===== src/brcc_pkg.sv =====
// Shared constants, register map and types for the balance robot cascade controller.
package brcc_pkg;

    // Speed loop runs once every SPEED_PERIOD+1 ticks
    localparam int SPEED_PERIOD = 4;
    localparam int SPEED_DIV    = SPEED_PERIOD + 1;

    // floor(2^31 / SPEED_DIV): estimate is at most one short of the true quotient
    localparam logic [31:0] SPEED_RECIP = 32'((64'd1 << 31) / SPEED_DIV);

    localparam logic [14:0] DUTY_MAX  = 15'd32440;   // 0.99 in Q1.15
    localparam logic [14:0] FILT_COEF = 15'd19661;   // 0.3 in Q0.16

    localparam int ADDR_W = 5;
    localparam int DATA_W = 32;

    typedef enum logic [2:0] {
        REG_LOST_ANGLE_LIMIT = 3'd0,
        REG_TILT_GAIN_P      = 3'd1,
        REG_TILT_GAIN_D      = 3'd2,
        REG_SPEED_GAIN_P     = 3'd3,
        REG_SPEED_GAIN_I     = 3'd4,
        REG_POSITION_LIMIT   = 3'd5,
        REG_LEFT_DEADBAND    = 3'd6,
        REG_RIGHT_DEADBAND   = 3'd7
    } t_reg_idx;

    typedef struct packed {
        logic [14:0] lost_angle_limit;
        logic [23:0] tilt_gain_p;
        logic [23:0] tilt_gain_d;
        logic [23:0] speed_gain_p;
        logic [23:0] speed_gain_i;
        logic [22:0] position_limit;
        logic [14:0] left_deadband;
        logic [14:0] right_deadband;
    } t_cfg;

    localparam logic [14:0] RST_LOST_ANGLE_LIMIT = 15'd2860;
    localparam logic [22:0] RST_POSITION_LIMIT   = 23'd8388607;

endpackage


===== src/brcc_regs.sv =====
// Configuration register file behind the APB-style port.
module brcc_regs (
    input  logic                       i_clk,
    input  logic                       i_rst_n,
    input  logic                       psel,
    input  logic                       penable,
    input  logic                       pwrite,
    input  logic [brcc_pkg::ADDR_W-1:0] paddr,
    input  logic [brcc_pkg::DATA_W-1:0] pwdata,
    output logic [brcc_pkg::DATA_W-1:0] prdata,
    output brcc_pkg::t_cfg             o_cfg
);

    brcc_pkg::t_cfg   r_cfg;
    brcc_pkg::t_reg_idx reg_idx;
    logic             wr_en;

    assign reg_idx = brcc_pkg::t_reg_idx'(paddr[4:2]);
    assign wr_en   = psel && penable && pwrite;
    assign o_cfg   = r_cfg;

    always_ff @(posedge i_clk) begin
        if (!i_rst_n) begin
            r_cfg.lost_angle_limit <= brcc_pkg::RST_LOST_ANGLE_LIMIT;
            r_cfg.tilt_gain_p      <= '0;
            r_cfg.tilt_gain_d      <= '0;
            r_cfg.speed_gain_p     <= '0;
            r_cfg.speed_gain_i     <= '0;
            r_cfg.position_limit   <= brcc_pkg::RST_POSITION_LIMIT;
            r_cfg.left_deadband    <= '0;
            r_cfg.right_deadband   <= '0;
        end else if (wr_en) begin
            case (reg_idx)
                brcc_pkg::REG_LOST_ANGLE_LIMIT: r_cfg.lost_angle_limit <= pwdata[14:0];
                brcc_pkg::REG_TILT_GAIN_P:      r_cfg.tilt_gain_p      <= pwdata[23:0];
                brcc_pkg::REG_TILT_GAIN_D:      r_cfg.tilt_gain_d      <= pwdata[23:0];
                brcc_pkg::REG_SPEED_GAIN_P:     r_cfg.speed_gain_p     <= pwdata[23:0];
                brcc_pkg::REG_SPEED_GAIN_I:     r_cfg.speed_gain_i     <= pwdata[23:0];
                brcc_pkg::REG_POSITION_LIMIT:   r_cfg.position_limit   <= pwdata[22:0];
                brcc_pkg::REG_LEFT_DEADBAND:    r_cfg.left_deadband    <= pwdata[14:0];
                brcc_pkg::REG_RIGHT_DEADBAND:   r_cfg.right_deadband   <= pwdata[14:0];
                default: ;
            endcase
        end
    end

    always_comb begin
        prdata = '0;
        case (reg_idx)
            brcc_pkg::REG_LOST_ANGLE_LIMIT: prdata = 32'(r_cfg.lost_angle_limit);
            brcc_pkg::REG_TILT_GAIN_P:      prdata = 32'(r_cfg.tilt_gain_p);
            brcc_pkg::REG_TILT_GAIN_D:      prdata = 32'(r_cfg.tilt_gain_d);
            brcc_pkg::REG_SPEED_GAIN_P:     prdata = 32'(r_cfg.speed_gain_p);
            brcc_pkg::REG_SPEED_GAIN_I:     prdata = 32'(r_cfg.speed_gain_i);
            brcc_pkg::REG_POSITION_LIMIT:   prdata = 32'(r_cfg.position_limit);
            brcc_pkg::REG_LEFT_DEADBAND:    prdata = 32'(r_cfg.left_deadband);
            brcc_pkg::REG_RIGHT_DEADBAND:   prdata = 32'(r_cfg.right_deadband);
            default:                        prdata = '0;
        endcase
    end

endmodule


===== config.mk =====
export PLATFORM = sky130hd
export DESIGN_NAME = brcc_regs
export DESIGN_NICKNAME = d
export VERILOG_FILES = /design/src/brcc_pkg.sv /design/src/brcc_regs.sv
export SDC_FILE = /design/constraint.sdc
export NUM_CORES = 1
export LEC_CHECK = 0
export BUFFER_PORTS_ARGS = -buffer_cell sky130_fd_sc_hd__buf_4
export CAP_MARGIN = 20
export CORE_MARGIN = 2
export CORE_UTILIZATION = 40
export CTS_CLUSTER_DIAMETER = 60
export CTS_CLUSTER_SIZE = 24
export DETAILED_ROUTE_END_ITERATION = 10
export PLACE_DENSITY = 0.65
export RECOVER_POWER = 25
export SYNTH_ARGS = -nofsm -noshare
export SYNTH_HDL_FRONTEND = slang
export SYNTH_SLANG_ARGS = --single-unit

===== constraint.sdc =====
create_clock -name i_clk -period 1.9 [get_ports i_clk]
set_clock_uncertainty 0.15 [all_clocks]
set_input_delay 0.19 -clock i_clk [delete_from_list [all_inputs] [get_ports i_clk]]
set_output_delay 0.19 -clock i_clk [all_outputs]
set_load 0.01 [all_outputs]

==> impl_metrics.csv <==
group,metric,value,unit
worst_setup_path,rr_endpoint,"o_cfg[49]",
worst_setup_path,cp_data_required_time,1.56,ns
detailed_routing,route.vias.total,7829,
global_route,grt_pass1_vias,7266,
timing,finalWorstSetupSlack,-0.1305,ns
synthesis,ys_types,36,
finish,syn2layout_area_growth,40.01,%
synthesis,syn-cell-area,7587,µm²
finish,regArea,3306,µm²
worst_setup_path,startpoint,"o_cfg[105]",
detailed_routing,drt_pass1_iterations,5,
global_route,grt_max_degree,40,
worst_setup_path,start_kind,"flip-flop",
timing,slew_headroom,0.4803,
timing,setup_viol,12,
worst_hold_path,hp-class,"in -> reg",
die,die_h,141.7,µm
worst_setup_path,worstSetupPathType,"reg -> out",
timing,period_needed,2.031,ns
clock_tree,worstSkewPairLatency,0.44,ns
power_and_ir_drop,ir_worst_vdd,0.6800,mV
finish,drive_gt1_frac,0.2863,
timing,finalHoldViolCount,0,
place,dp.final_hpwl,19070,µm
die,rows,50,
detailed_routing,drcViolationCount,0,
synthesis,post_synth_mux_area_share,0.05904,
worst_hold_path,worstHoldStart,"paddr[2]",
finish,final_cell_mix,"nand2_1 (316), buf_4 (233), dfxtp_1 (146), a21boi_0 (85), clkbuf_1 (61)",
finish,postLayoutCellArea,10620,µm²
finish,fillers,1735,
clock_tree,cts-buffers-inserted,17,
power_and_ir_drop,power_density,725.3,nW/µm²
detailed_routing,wire_per_inst,19.59,µm
finish,largest_reg_flops,164,
clock_tree,root_buffer,"clkbuf_16",
place,place_area,9683,µm²
detailed_routing,wirelength,28470,µm
synthesis,synth_top_family_by_area,"compound AO/OA/AOI/OAI gates",
global_route,track_usage,0.2758,
finish,final_common_cell,"nand2_1",
die,core_area,18640,µm²
finish,nNetsFinal,1248,
timing,finalCritPeriodShare,1.069,
synthesis,synth_fa_ha_area_frac,0,
die,io_pins,238,
detailed_routing,drt_iter0_markers,682,
finish,multiInputGateArea,3951,µm²
clock_tree,cts_sinks,164,
global_route,antenna_found_initial,0,
detailed_routing,final_antenna_net_count,0,
global_route,grt_pass1_wl,42170,µm
power_and_ir_drop,total_power,0.007705,W
timing,finalMaxSlewViolations,0,
synthesis,yosysSeqAreaShare,0.4327,
timing,max_clock_freq,0.4925,GHz
die,initial_utilization,0.4070,
die,die_x,141.7,µm
run,maxCapViolations,0,
global_route,grt_overflow,0,
finish,antennaDiodeCount,0,
worst_setup_path,critPathMaxFanout,2,
clock_tree,path_clk_slew,0.07,ns
place,portBuffers,219,
worst_setup_path,rrSetupSlack,0.58,ns
die,die-area,20090,µm²
timing,setup_tns,-0.9073,ns
worst_setup_path,arrival,1.69,ns
clock_tree,clock_path_buffers,2,
synthesis,synth-seq-cells,164,
power_and_ir_drop,leakage,4.243,nW
place,gp_congestion,0.8728,
detailed_routing,avgViaCountPerCell,5.388,
synthesis,synth-compound-area-share,0.2183,
clock_tree,cts_max_level,4,
synthesis,synth_simple_gate_area_share,0.2178,
status,status,"finished with violations",
worst_hold_path,min_to,"o_cfg[105]",
timing,worst_pin_slew,0.7796,ns
clock_tree,cts_tree,"yes",
finish,fin_util,0.5698,
worst_setup_path,r2r_start,"o_cfg[49]",
synthesis,yosysWarnings,0,
status,violations,"setup timing",
timing,rsz0062_at_grt,"true",
synthesis,synth-xor-area-share,0,
synthesis,synth_area_per_cell,8.012,µm²
worst_hold_path,holdPathStages,5,
place,dp_worst_setup_slack,-0.07765,ns
worst_setup_path,cp-end-kind,"output pin",
synthesis,syn_inst,947,
worst_setup_path,r2r_cells,3,
## Yosys cell counts, drive strengths merged
master,n,area share
nand2,316,0.16
dfxtp,164,0.43
a21boi,135,0.13
buf,61,0.044
clkbuf,39,0.019
nor2,35,0.019
nand3,29,0.019
a221oi,24,0.028
mux2,20,0.030
mux2i,20,0.026
a22o,16,0.018
inv,16,0.0079
o21ai,15,0.0099
a22oi,10,0.0099
a21oi,8,0.0053
o22ai,8,0.0066
nand2b,6,0.0049
or2,5,0.0041
nor2b,4,0.0033
a32oi,3,0.0035
or3,3,0.0025
nor3,2,0.0035
a21o,1,0.00099
and2,1,0.00083
conb,1,0.00049
mux4,1,0.0030
nand4,1,0.00083
nand4b,1,0.0031
o32a,1,0.0013
o32ai,1,0.0012
## metrics by stage
stage	hold slack (ns)	instances
floorplan	0.1640	954
global placement	0.2983	1375
detailed placement	0.3003	1375
CTS	0.2213	1448
global route	0.2916	1453
finish	0.2836	1453
## kinds of logic after synthesis
family | Yosys count
AO/OA/AOI/OAI | 222
buffers and inverters | 116
flip-flops | 164
multiplexers | 41
other | 1
AND/OR/NAND/NOR | 403
## layout make-up
type                    count  share of cell area
flip-flops and latches    164              0.3112
clock buffers              19             0.04264
inverters                  16            0.005654
well taps                 234             0.02756
repair buffers            333              0.2292
multi-input cells         674              0.3720
clock inverters            13             0.01178
## per-layer routing
metal	vias up	track usage	wire (µm)
li1	3676	-	-
met1	3764	0.3727	12710
met2	332	0.4377	12950
met3	57	0.05096	1821
met4	0	0.1084	985
met5	-	0	0
## worst max-delay path by stage
stage | to | slack (ns) | cells after the start
2_1_floorplan | prdata[0] | 0.19 | 6
3_3_place_gp | prdata[7] | -0.03 | 7
3_5_place_dp | prdata[7] | -0.08 | 7
4_1_cts | prdata[4] | -0.11 | 5
5_1_grt | prdata[4] | -0.18 | 5
6_report | prdata[4] | -0.13 | 5
## worst max-delay path: stages (launching register included)
cell and delay, ns:
dfxtp_2 0.32, mux2_4 0.27, a22oi_2 0.15, nor2_1 0.06, o32a_1 0.32, buf_6 0.13
## where the power goes
group | switching [W] | total (W) | internal [W]
Combinational | 0.000440 | 0.000818 | 0.000378
Clock | 0.00151 | 0.00339 | 0.00189
Sequential | 0.0000261 | 0.00349 | 0.00347
## repair_timing
item | in CTS | in global routing
pin swaps | 7 | 8
setup endpoints to repair | 15 | 24
gates cloned | 0 | 0
hold buffers | 30 | 0
gates resized for setup | 43 | 24
hold endpoints to repair | 164 | 0
buffers inserted | 12 | 5
(Power assumes the default switching activity.)
